--- src/hdl/ippe_pkg.sv ---
package ippe_pkg;

	// Default width of one position
	localparam int POSITION_BITS = 20;

	// Configuration register widths and reset values
	localparam int MIN_OVERLAP_W  = 16;
	localparam int SHORT_DIFF_W   = 8;
	localparam int CFG_DATA_W     = 16;
	localparam int CFG_INDEX_W    = 1;

	localparam logic [MIN_OVERLAP_W-1:0] MIN_OVERLAP_RESET = '0;
	localparam logic [SHORT_DIFF_W-1:0]  SHORT_DIFF_RESET  = 8'd20;

	// Register indexes
	localparam logic [CFG_INDEX_W-1:0] REG_MIN_OVERLAP    = 1'd0;
	localparam logic [CFG_INDEX_W-1:0] REG_SHORT_DIFFERENCE = 1'd1;

	// Layout classes of one interval pair (A = first, B = second interval)
	localparam int PATTERN_W     = 4;
	localparam int PATTERN_COUNT = 13;

	typedef enum logic [PATTERN_W-1:0] {
		PAT_GAP_AB           = 4'd0,   // A ends well before B starts
		PAT_TOUCH_AB         = 4'd1,   // A ends where B starts
		PAT_OVERLAP_AB       = 4'd2,   // A starts first, B ends last
		PAT_SAME_START_SHORT = 4'd3,   // shared start, A ends first
		PAT_SAME_END_LONG    = 4'd4,   // A starts first, shared end
		PAT_A_INSIDE         = 4'd5,   // A within B
		PAT_SAME             = 4'd6,   // shared start and end
		PAT_B_INSIDE         = 4'd7,   // B within A
		PAT_SAME_END_SHORT   = 4'd8,   // B starts first, shared end
		PAT_SAME_START_LONG  = 4'd9,   // shared start, B ends first
		PAT_OVERLAP_BA       = 4'd10,  // B starts first, A ends last
		PAT_TOUCH_BA         = 4'd11,  // B ends where A starts
		PAT_GAP_BA           = 4'd12,  // B ends well before A starts
		PAT_NONE             = 4'd13   // no class fits
	} pattern_t;

	// Compatibility of two classes: bit j of row i set when class i pairs with class j
	localparam logic [PATTERN_COUNT-1:0] COMPAT [PATTERN_COUNT] = '{
		13'b0_0000_0000_0011,
		13'b0_0000_0000_0111,
		13'b0_0000_0001_1110,
		13'b0_0000_0110_1100,
		13'b0_0000_1101_0100,
		13'b0_0001_0010_1000,
		13'b0_0011_0101_1000,
		13'b0_0010_1001_0000,
		13'b0_0101_0110_0000,
		13'b0_0110_1100_0000,
		13'b0_1111_0000_0000,
		13'b1_1100_0000_0000,
		13'b1_1000_0000_0000
	};

	// True when both classes are real classes and the table pairs them
	function automatic logic compat_ok(input pattern_t pa, input pattern_t pb);
		logic [PATTERN_COUNT-1:0] row;
		row = '0;
		if (pa != PAT_NONE && pb != PAT_NONE) begin
			row = COMPAT[pa];
		end
		return (pa != PAT_NONE && pb != PAT_NONE) ? row[pb] : 1'b0;
	endfunction

endpackage

--- src/hdl/ippe_classify.sv ---
module ippe_classify #(
	parameter int POSITION_BITS = ippe_pkg::POSITION_BITS
) (
	input  logic [POSITION_BITS-1:0]              f1,
	input  logic [POSITION_BITS-1:0]              t1,
	input  logic [POSITION_BITS-1:0]              f2,
	input  logic [POSITION_BITS-1:0]              t2,
	input  logic [ippe_pkg::MIN_OVERLAP_W-1:0]    min_overlap,
	output ippe_pkg::pattern_t                    pattern,
	output logic signed [POSITION_BITS:0]         len0,
	output logic signed [POSITION_BITS:0]         len1,
	output logic signed [POSITION_BITS:0]         len2
);

	localparam int SW = ((POSITION_BITS > ippe_pkg::MIN_OVERLAP_W) ?
		POSITION_BITS : ippe_pkg::MIN_OVERLAP_W) + 1;
	localparam int LW = POSITION_BITS + 1;

	// p lies below q by more than the tolerance: p + tol < q
	function automatic logic below(input logic [POSITION_BITS-1:0] p,
			input logic [POSITION_BITS-1:0] q,
			input logic [ippe_pkg::MIN_OVERLAP_W-1:0] tol);
		logic [SW-1:0] s;
		s = SW'(p) + SW'(tol);
		return s < SW'(q);
	endfunction

	function automatic logic signed [LW-1:0] diff(input logic [POSITION_BITS-1:0] p,
			input logic [POSITION_BITS-1:0] q);
		return $signed({1'b0, p}) - $signed({1'b0, q});
	endfunction

	logic t1_lt_f2, f2_lt_t1, f1_lt_f2, f2_lt_f1;
	logic t1_lt_t2, t2_lt_t1, t2_lt_f1, f1_lt_t2;
	logic t1_eq_f2, f1_eq_f2, t1_eq_t2, t2_eq_f1;

	// Tolerant comparisons; equal means neither side is below the other
	always_comb begin
		t1_lt_f2 = below(t1, f2, min_overlap);
		f2_lt_t1 = below(f2, t1, min_overlap);
		f1_lt_f2 = below(f1, f2, min_overlap);
		f2_lt_f1 = below(f2, f1, min_overlap);
		t1_lt_t2 = below(t1, t2, min_overlap);
		t2_lt_t1 = below(t2, t1, min_overlap);
		t2_lt_f1 = below(t2, f1, min_overlap);
		f1_lt_t2 = below(f1, t2, min_overlap);
		t1_eq_f2 = !t1_lt_f2 && !f2_lt_t1;
		f1_eq_f2 = !f1_lt_f2 && !f2_lt_f1;
		t1_eq_t2 = !t1_lt_t2 && !t2_lt_t1;
		t2_eq_f1 = !t2_lt_f1 && !f1_lt_t2;
	end

	// Priority classification
	always_comb begin
		if (t1_lt_f2)                     pattern = ippe_pkg::PAT_GAP_AB;
		else if (t1_eq_f2)                pattern = ippe_pkg::PAT_TOUCH_AB;
		else if (f1_lt_f2 && t1_lt_t2)    pattern = ippe_pkg::PAT_OVERLAP_AB;
		else if (f1_eq_f2 && t1_lt_t2)    pattern = ippe_pkg::PAT_SAME_START_SHORT;
		else if (f1_lt_f2 && t1_eq_t2)    pattern = ippe_pkg::PAT_SAME_END_LONG;
		else if (f2_lt_f1 && t1_lt_t2)    pattern = ippe_pkg::PAT_A_INSIDE;
		else if (f1_eq_f2 && t1_eq_t2)    pattern = ippe_pkg::PAT_SAME;
		else if (f1_lt_f2 && t2_lt_t1)    pattern = ippe_pkg::PAT_B_INSIDE;
		else if (f2_lt_f1 && t1_eq_t2)    pattern = ippe_pkg::PAT_SAME_END_SHORT;
		else if (f1_eq_f2 && t2_lt_t1)    pattern = ippe_pkg::PAT_SAME_START_LONG;
		else if (f2_lt_f1 && t2_lt_t1)    pattern = ippe_pkg::PAT_OVERLAP_BA;
		else if (f2_lt_f1 && t2_eq_f1)    pattern = ippe_pkg::PAT_TOUCH_BA;
		else if (t2_lt_f1)                pattern = ippe_pkg::PAT_GAP_BA;
		else                              pattern = ippe_pkg::PAT_NONE;
	end

	// Gap and overlap lengths, exact (no tolerance)
	always_comb begin
		if (f1 < f2) begin
			if (f2 < t1) begin
				len0 = diff(f2, f1);
				if (t1 < t2) begin
					len1 = diff(t1, f2);
					len2 = diff(t2, t1);
				end else begin
					len1 = diff(t2, f2);
					len2 = diff(t1, t2);
				end
			end else begin
				len0 = diff(t1, f1);
				len1 = diff(f2, t1);
				len2 = diff(t2, f2);
			end
		end else begin
			if (f1 < t2) begin
				len0 = diff(f1, f2);
				if (t2 < t1) begin
					len1 = diff(t2, f1);
					len2 = diff(t1, t2);
				end else begin
					len1 = diff(t1, f1);
					len2 = diff(t2, t1);
				end
			end else begin
				len0 = diff(t2, f2);
				len1 = diff(f1, t2);
				len2 = diff(t1, f1);
			end
		end
	end

endmodule

--- src/hdl/ippe_match.sv ---
module ippe_match #(
	parameter int POSITION_BITS = ippe_pkg::POSITION_BITS
) (
	input  ippe_pkg::pattern_t                  pattern_a,
	input  ippe_pkg::pattern_t                  pattern_b,
	input  logic signed [POSITION_BITS:0]       len_a0,
	input  logic signed [POSITION_BITS:0]       len_a1,
	input  logic signed [POSITION_BITS:0]       len_a2,
	input  logic signed [POSITION_BITS:0]       len_b0,
	input  logic signed [POSITION_BITS:0]       len_b1,
	input  logic signed [POSITION_BITS:0]       len_b2,
	input  logic [ippe_pkg::SHORT_DIFF_W-1:0]   short_difference,
	output logic                                equivalent
);

	localparam int LW = POSITION_BITS + 1;
	localparam int DW = LW + 1;

	// Two lengths are close: identical, a small difference, or smaller > half of larger
	function automatic logic close_len(input logic signed [LW-1:0] x,
			input logic signed [LW-1:0] y,
			input logic [ippe_pkg::SHORT_DIFF_W-1:0] sd);
		logic signed [DW-1:0] xe, ye, x2, y2, d;
		logic [DW-1:0] ad;
		logic ok;
		xe = $signed({x[LW-1], x});
		ye = $signed({y[LW-1], y});
		x2 = $signed({x, 1'b0});
		y2 = $signed({y, 1'b0});
		d  = xe - ye;
		ad = d[DW-1] ? $unsigned(-d) : $unsigned(d);
		if (d == '0 || ad < DW'(sd)) begin
			ok = 1'b1;
		end else if (xe > ye) begin
			if (!xe[DW-1] && xe != '0) begin
				ok = y2 > xe;
			end else begin
				ok = xe[DW-1];
			end
		end else begin
			if (!ye[DW-1] && ye != '0) begin
				ok = x2 > ye;
			end else begin
				ok = 1'b0;
			end
		end
		return ok;
	endfunction

	logic pat_ok;
	logic close0, close1, close2;

	always_comb begin
		pat_ok     = ippe_pkg::compat_ok(pattern_a, pattern_b);
		close0     = close_len(len_a0, len_b0, short_difference);
		close1     = close_len(len_a1, len_b1, short_difference);
		close2     = close_len(len_a2, len_b2, short_difference);
		equivalent = pat_ok && close0 && close1 && close2;
	end

endmodule

--- src/hdl/interval_pair_pattern_equivalence_top.sv ---
// Channel   Direction  Handshake            Payload
// in        request    in_valid / in_ready  a1_start .. b2_end, POSITION_BITS each
// out       result     out_valid/out_ready  equivalent, pattern_a, pattern_b
// cfg       write      cfg_we               cfg_index, cfg_data
//
// One request per cycle sustained while out_ready keeps the output moving; a full stalled pipeline holds in_ready low.
// Three register stages: input, classify (both pairs), match result.
// Each stage moves on when the next one is empty or moving, so bubbles collapse.
// Reset clears all valid flags and loads the register reset values.
// A stalled output holds its result; up to three requests may be in flight.
module interval_pair_pattern_equivalence_top #(
	parameter int POSITION_BITS = ippe_pkg::POSITION_BITS
) (
	input  logic                                 clk,
	input  logic                                 arst_n,
	// configuration
	input  logic                                 cfg_we,
	input  logic [ippe_pkg::CFG_INDEX_W-1:0]     cfg_index,
	input  logic [ippe_pkg::CFG_DATA_W-1:0]      cfg_data,
	// requests
	input  logic                                 in_valid,
	output logic                                 in_ready,
	input  logic [POSITION_BITS-1:0]             a1_start,
	input  logic [POSITION_BITS-1:0]             a1_end,
	input  logic [POSITION_BITS-1:0]             a2_start,
	input  logic [POSITION_BITS-1:0]             a2_end,
	input  logic [POSITION_BITS-1:0]             b1_start,
	input  logic [POSITION_BITS-1:0]             b1_end,
	input  logic [POSITION_BITS-1:0]             b2_start,
	input  logic [POSITION_BITS-1:0]             b2_end,
	// results
	output logic                                 out_valid,
	input  logic                                 out_ready,
	output logic                                 equivalent,
	output logic [ippe_pkg::PATTERN_W-1:0]       pattern_a,
	output logic [ippe_pkg::PATTERN_W-1:0]       pattern_b
);

	logic [ippe_pkg::MIN_OVERLAP_W-1:0] min_overlap_q;
	logic [ippe_pkg::SHORT_DIFF_W-1:0]  short_diff_q;

	logic                      v_s1, v_s2, out_valid_q;
	logic                      rdy_s2, rdy_o;
	logic [POSITION_BITS-1:0]  a1s_s1, a1e_s1, a2s_s1, a2e_s1;
	logic [POSITION_BITS-1:0]  b1s_s1, b1e_s1, b2s_s1, b2e_s1;

	ippe_pkg::pattern_t           pat_a_c, pat_b_c, pat_a_s2, pat_b_s2;
	logic signed [POSITION_BITS:0] la0_c, la1_c, la2_c, lb0_c, lb1_c, lb2_c;
	logic signed [POSITION_BITS:0] la0_s2, la1_s2, la2_s2, lb0_s2, lb1_s2, lb2_s2;

	logic                      eq_c, equivalent_q;
	ippe_pkg::pattern_t        pat_a_q, pat_b_q;

	// Configuration registers
	always_ff @(posedge clk or negedge arst_n) begin
		if (!arst_n) begin
			min_overlap_q <= ippe_pkg::MIN_OVERLAP_RESET;
			short_diff_q  <= ippe_pkg::SHORT_DIFF_RESET;
		end else if (cfg_we) begin
			case (cfg_index)
				ippe_pkg::REG_MIN_OVERLAP:
					min_overlap_q <= cfg_data[ippe_pkg::MIN_OVERLAP_W-1:0];
				ippe_pkg::REG_SHORT_DIFFERENCE:
					short_diff_q <= cfg_data[ippe_pkg::SHORT_DIFF_W-1:0];
				default: ;
			endcase
		end
	end

	// Stage flow control
	always_comb begin
		rdy_o    = !out_valid_q || out_ready;
		rdy_s2   = !v_s2 || rdy_o;
		in_ready = !v_s1 || rdy_s2;
	end

	always_ff @(posedge clk or negedge arst_n) begin
		if (!arst_n) begin
			v_s1        <= 1'b0;
			v_s2        <= 1'b0;
			out_valid_q <= 1'b0;
		end else begin
			if (in_ready) v_s1 <= in_valid;
			if (rdy_s2)   v_s2 <= v_s1;
			if (rdy_o)    out_valid_q <= v_s2;
		end
	end

	// Input register
	always_ff @(posedge clk) begin
		if (in_valid && in_ready) begin
			a1s_s1 <= a1_start;
			a1e_s1 <= a1_end;
			a2s_s1 <= a2_start;
			a2e_s1 <= a2_end;
			b1s_s1 <= b1_start;
			b1e_s1 <= b1_end;
			b2s_s1 <= b2_start;
			b2e_s1 <= b2_end;
		end
	end

	// Classify both pairs
	ippe_classify #(.POSITION_BITS(POSITION_BITS)) u_class_a (
		.f1(a1s_s1), .t1(a1e_s1), .f2(a2s_s1), .t2(a2e_s1),
		.min_overlap(min_overlap_q),
		.pattern(pat_a_c), .len0(la0_c), .len1(la1_c), .len2(la2_c)
	);

	ippe_classify #(.POSITION_BITS(POSITION_BITS)) u_class_b (
		.f1(b1s_s1), .t1(b1e_s1), .f2(b2s_s1), .t2(b2e_s1),
		.min_overlap(min_overlap_q),
		.pattern(pat_b_c), .len0(lb0_c), .len1(lb1_c), .len2(lb2_c)
	);

	always_ff @(posedge clk) begin
		if (v_s1 && rdy_s2) begin
			pat_a_s2 <= pat_a_c;
			pat_b_s2 <= pat_b_c;
			la0_s2   <= la0_c;
			la1_s2   <= la1_c;
			la2_s2   <= la2_c;
			lb0_s2   <= lb0_c;
			lb1_s2   <= lb1_c;
			lb2_s2   <= lb2_c;
		end
	end

	// Compatibility and length match
	ippe_match #(.POSITION_BITS(POSITION_BITS)) u_match (
		.pattern_a(pat_a_s2), .pattern_b(pat_b_s2),
		.len_a0(la0_s2), .len_a1(la1_s2), .len_a2(la2_s2),
		.len_b0(lb0_s2), .len_b1(lb1_s2), .len_b2(lb2_s2),
		.short_difference(short_diff_q),
		.equivalent(eq_c)
	);

	// Result register
	always_ff @(posedge clk) begin
		if (v_s2 && rdy_o) begin
			equivalent_q <= eq_c;
			pat_a_q      <= pat_a_s2;
			pat_b_q      <= pat_b_s2;
		end
	end

	assign out_valid  = out_valid_q;
	assign equivalent = equivalent_q;
	assign pattern_a  = pat_a_q;
	assign pattern_b  = pat_b_q;

	// A match needs two classified, compatible layouts
	a_eq_needs_compat: assert property (@(posedge clk) disable iff (!arst_n)
		out_valid && equivalent |-> ippe_pkg::compat_ok(pat_a_q, pat_b_q))
		else $error("equivalent set for incompatible layouts");

	// An accepted request always lands in the input stage
	a_accept_fills_s1: assert property (@(posedge clk) disable iff (!arst_n)
		in_valid && in_ready |=> v_s1)
		else $error("accepted request lost at input stage");

	// A stalled middle stage keeps its item
	a_s2_holds: assert property (@(posedge clk) disable iff (!arst_n)
		v_s2 && !rdy_o |=> v_s2 && $stable(pat_a_s2) && $stable(la0_s2))
		else $error("middle stage changed while stalled");

endmodule
--- config.mk ---
export PLATFORM = sky130hd
export DESIGN_NAME = interval_pair_pattern_equivalence_top
export DESIGN_NICKNAME = d
export VERILOG_FILES = /design/src/hdl/ippe_pkg.sv /design/src/hdl/ippe_classify.sv /design/src/hdl/ippe_match.sv /design/src/hdl/interval_pair_pattern_equivalence_top.sv
export SDC_FILE = /design/constraint.sdc
export NUM_CORES = 2
export LEC_CHECK = 0
export CAP_MARGIN = 20
export CORE_MARGIN = 2
export CORE_UTILIZATION = 42
export DETAILED_ROUTE_END_ITERATION = 10
export DONT_BUFFER_PORTS = 1
export PLACE_DENSITY = 0.63
export SLEW_MARGIN = 10
export SYNTH_ARGS = -nofsm -noshare
export SYNTH_HDL_FRONTEND = slang
export SYNTH_SLANG_ARGS = --single-unit
--- constraint.sdc ---
create_clock -name clk -period 6.3 [get_ports clk]
set_input_delay 0.63 -clock clk [delete_from_list [all_inputs] [get_ports clk]]
set_output_delay 0.63 -clock clk [all_outputs]
set_load 0.02 [all_outputs]
==> flow_metrics.py <==
metrics = {
    "sta": {
        "period_needed_ps": 5970,
        "rsz0062_at_grt": "false",
        "worst_slew_pin_slew_ps": 1310,
        "setup_violations": 0,
        "fmax_ghz": 0.168,
        "tns_ps": 0,
        "slew_headroom_pct": 11.9,
        "skew_ps": 34.5,
        "slew_viol_final": 0,
        "hold_violations": 0,
        "period_share_pct": 94.8,
    },
    "routing": {
        "wirelength_um": 213000,
        "first_iter_violations": 6197,
        "dr.pass1.iters": 6,
        "viasPerCell": 6.30,
        "num_vias": 51600,
        "drtAntennaViolNets": 0,
        "wl_per_cell_um": 26.0,
        "post-route-drc-count": 0,
    },
    "die": {
        "start_util_pct": 42.4,
        "ioPinCount": 193,
        "die_h_um": 360,
        "row_count": 130,
        "dieArea_sq_mm": 0.130,
        "core_area_sq_mm": 0.126,
        "fp.dieW_um": 360,
    },
    "global_routing": {
        "grt_pass1_wl_um": 313000,
        "grt_use_met3_pct": 8.15,
        "grtUsageTotal_pct": 31.6,
        "grt_start_max_net_pins": 101,
        "use_met1_pct": 45.2,
        "antenna_found_initial": 11,
        "grt.busiest_layer": "met2",
        "grt.overflow.total": 0,
        "use_met2_pct": 45.5,
        "grt_pass1_vias": 47300,
    },
    "worst_setup_path": {
        "crit-reg2reg-capture": "pat_b_s2[1]",
        "critical_path.cell_chain": "ha_1, a21o_1, a21oi_1, o21ai_0, a21oi_1, o21bai_1, a21oi_1, nor2b_1, o31ai_2, a211oi_1, o31a_1, nor2_1, ha_1, a211o_1, a2111oi_0, a21oi_1, a311o_1, nand2_1, a211oi_1",
        "r2r_setup_slack_ps": 330,
        "slowest_delay_ps": 820,
        "cp_num_buf_inv": 0,
        "r2r_start": "min_overlap_q[1]",
        "end_kind": "flip-flop",
        "worst-path-max-fanout": 9,
        "critical_path_depth": 19,
        "worstSetupPathType": "reg -> reg",
        "required_ps": 6680,
        "critPathSlowestCell": "a2111oi_0",
        "crit_family": "compound AO/OA/AOI/OAI gates",
        "cp.arrival_ps": 6350,
        "critPathLaunchType": "flip-flop",
        "rr_worst_depth": 19,
        "endpoint": "pat_b_s2[1]",
        "startpoint": "min_overlap_q[1]",
        "cpMostUsedCell": "a21oi_1",
    },
    "power_and_ir_drop": {
        "switching_power_mw": 8.74,
        "leakagePower_nw": 25.7,
        "swShare_pct": 50.2,
        "pwr-share-seq_pct": 19.9,
        "powerDensity_mw_per_mm2": 306,
        "clockPowerShare_pct": 14.7,
        "power_frac_comb_pct": 65.4,
        "p_int_mw": 8.69,
        "ir_drop_mv": 0.252,
    },
    "finish": {
        "fillers": 12400,
        "syn_to_final_growth_pct": 6.66,
        "final_area_sq_mm": 0.0569,
        "drive_above_1_share_pct": 4.61,
        "nets": 7688,
    },
    "clock_tree": {
        "clock_path_buffers": 3,
        "clock_sinks": 330,
        "numCtsBuffers": 42,
        "cts_max_level": 2,
        "cts_root_buf": "clkbuf_16",
        "cts_tree": "built",
        "clk_latency_ps": 650,
        "path_clk_slew_ps": 60,
    },
    "placed_design": {
        "gp_congestion": 1.02,
        "port_buffers": 0,
        "place_area_sq_mm": 0.0553,
        "post-dp-hpwl_um": 176000,
    },
    "yosys": {
        "synth_seq_cells": 330,
        "synth.distinct_cells": 99,
        "mappedNetlistArea_sq_mm": 0.0533,
        "synth_nets": 7773,
        "synth_edf_count": 303,
        "synth_cells": 6585,
        "ys_warn_count": 0,
        "yosysSeqAreaShare_pct": 18.3,
        "synth_ff_type": "edfxtp_1",
        "synthArstFlopShare_pct": 8.18,
        "yosysTopAreaCellShare_pct": 22.9,
        "avgSynthCellArea_sq_um": 8.10,
        "synth_top_cell_by_area": "ha_1",
        "synth_area_leaders": "ha_1 23%, edfxtp_1 17%, a21oi_1 5.1%, xnor2_1 4.4%, a21o_1 4.4%",
    },
    "outcome": {
        "status": "complete, no violations",
    },
    "min_path": {
        "min_path_type": "in -> reg",
    },
    "run": {
        "max-cap-violations": 0,
    },
}
cells by family after synthesis:
logic type	Yosys count	share of synthesized area [%]
buffers and inverters	720	5.10
AO/OA/AOI/OAI	2278	28.5
AND/OR/NAND/NOR	1792	16.2
multiplexers	87	1.74
flip-flops	330	18.3
adder cells (fa/ha/maj)	1006	24.0
XOR/XNOR	372	6.11
power by group through the flow:
stage          Combinational [mW]  Clock [mW]  Sequential [mW]
3_5_place_dp                 10.9           0             3.50
2_1_floorplan                7.90           0             3.14
6_report                     11.4        2.56             3.47
5_1_grt                      12.5        2.71             3.48
3_3_place_gp                 10.8           0             3.49
4_1_cts                      11.0        2.63             3.46
stage by stage:
step | setup slack (ps) | hold WS [ps] | utilization (%) | instances | total power [mW]
2_1_floorplan | 1160 | 334 | - | 6585 | 11.0
3_3_place_gp | 414 | 339 | 44.0 | 8098 | 14.3
3_5_place_dp | 361 | 339 | 44.0 | 8099 | 14.4
4_1_cts | 310 | 48.1 | 45.2 | 8178 | 17.1
5_1_grt | 49.2 | 59.9 | 45.2 | 8183 | 18.7
6_report | 331 | 81.4 | 45.2 | 8187 | 17.4
synth_stat cells, drive strengths merged, types with 18 or more instances:
library cell	count
ha	975
a21oi	541
inv	493
nand2	485
nor2	472
o21ai	432
a21o	312
edfxtp	303
xnor2	269
clkbuf	190
a211oi	132
nand3	127
nor3	127
nor2b	124
nand2b	107
xor2	103
o21a	93
a31oi	83
o21bai	70
nand4	62
nor4	62
a21boi	56
o22ai	55
o211ai	54
mux2i	52
or3	50
and2	43
and3	38
or2	38
a221oi	37
o31ai	37
buf	36
a22oi	35
mux2	34
fa	31
a221o	30
a211o	27
o221ai	26
dfrtp	25
o2111ai	23
a2111oi	19
a31o	18
sequential cells by signal (all words and copies together), names as in the netlist, 20 cells and up:
signal	count
b1s_s1	20
la1_s2	21
b2e_s1	20
la0_s2	21
a1e_s1	20
a2e_s1	20
a2s_s1	20
la2_s2	21
b1e_s1	20
lb2_s2	21
b2s_s1	20
lb1_s2	21
lb0_s2	21
a1s_s1	20
metal layers:
layer / routed length (um) / share of wire [%]
met1: 96200 / 45
met2: 85600 / 40
met3: 22400 / 11
met4: 8900 / 4.2
met5: 24 / 0.011
area by class of cell:
type	count	area [sq um]	area share, %
diodes	4	10.0	0.0176
clock buffers	49	1110	1.95
flip-flops and latches	330	9780	17.2
multi-input cells	5535	40900	72.0
inverters	494	1860	3.27
repair buffers	97	813	1.43
clock inverters	28	310	0.546
well taps	1650	2060	3.63
worst min-delay path by stage:
stage / depth (start not counted) / from / end
2_1_floorplan: 0 / arst_n / min_overlap_q[0]
3_3_place_gp: 0 / arst_n / v_s2
3_5_place_dp: 0 / arst_n / min_overlap_q[0]
4_1_cts: 0 / a2_end[19] / a2e_s1[19]
5_1_grt: 0 / b2_end[17] / b2e_s1[17]
6_report: 0 / b2_start[15] / b2s_s1[15]
timing repair:
action / 4_1_cts / 5_1_grt
hold buffers: 2 / 0
endpoints found under the hold margin: 27 / 0
resized for setup: 0 / 5
setup endpoints to repair: 0 / 8
buffers inserted: 0 / 4
placed cells by master (no fill, tap or decap), types with 60 or more instances in the layout:
master,synthesis,layout
edfxtp_1,303,303
ha_1,975,975
o21bai_1,70,69
nand4_1,62,62
nor4_1,60,60
nor2b_1,124,124
nand2b_1,107,107
a21oi_1,541,540
nor2_1,471,468
a211oi_1,132,131
xnor2_1,269,269
buf_4,0,89
a21o_1,312,311
o21ai_0,421,419
o21a_1,93,93
nand2_1,485,485
nand3_1,127,127
xor2_1,103,103
inv_1,493,492
nor3_1,126,125
a31oi_1,83,83
Note: power is estimated with default switching activity, not from simulation.
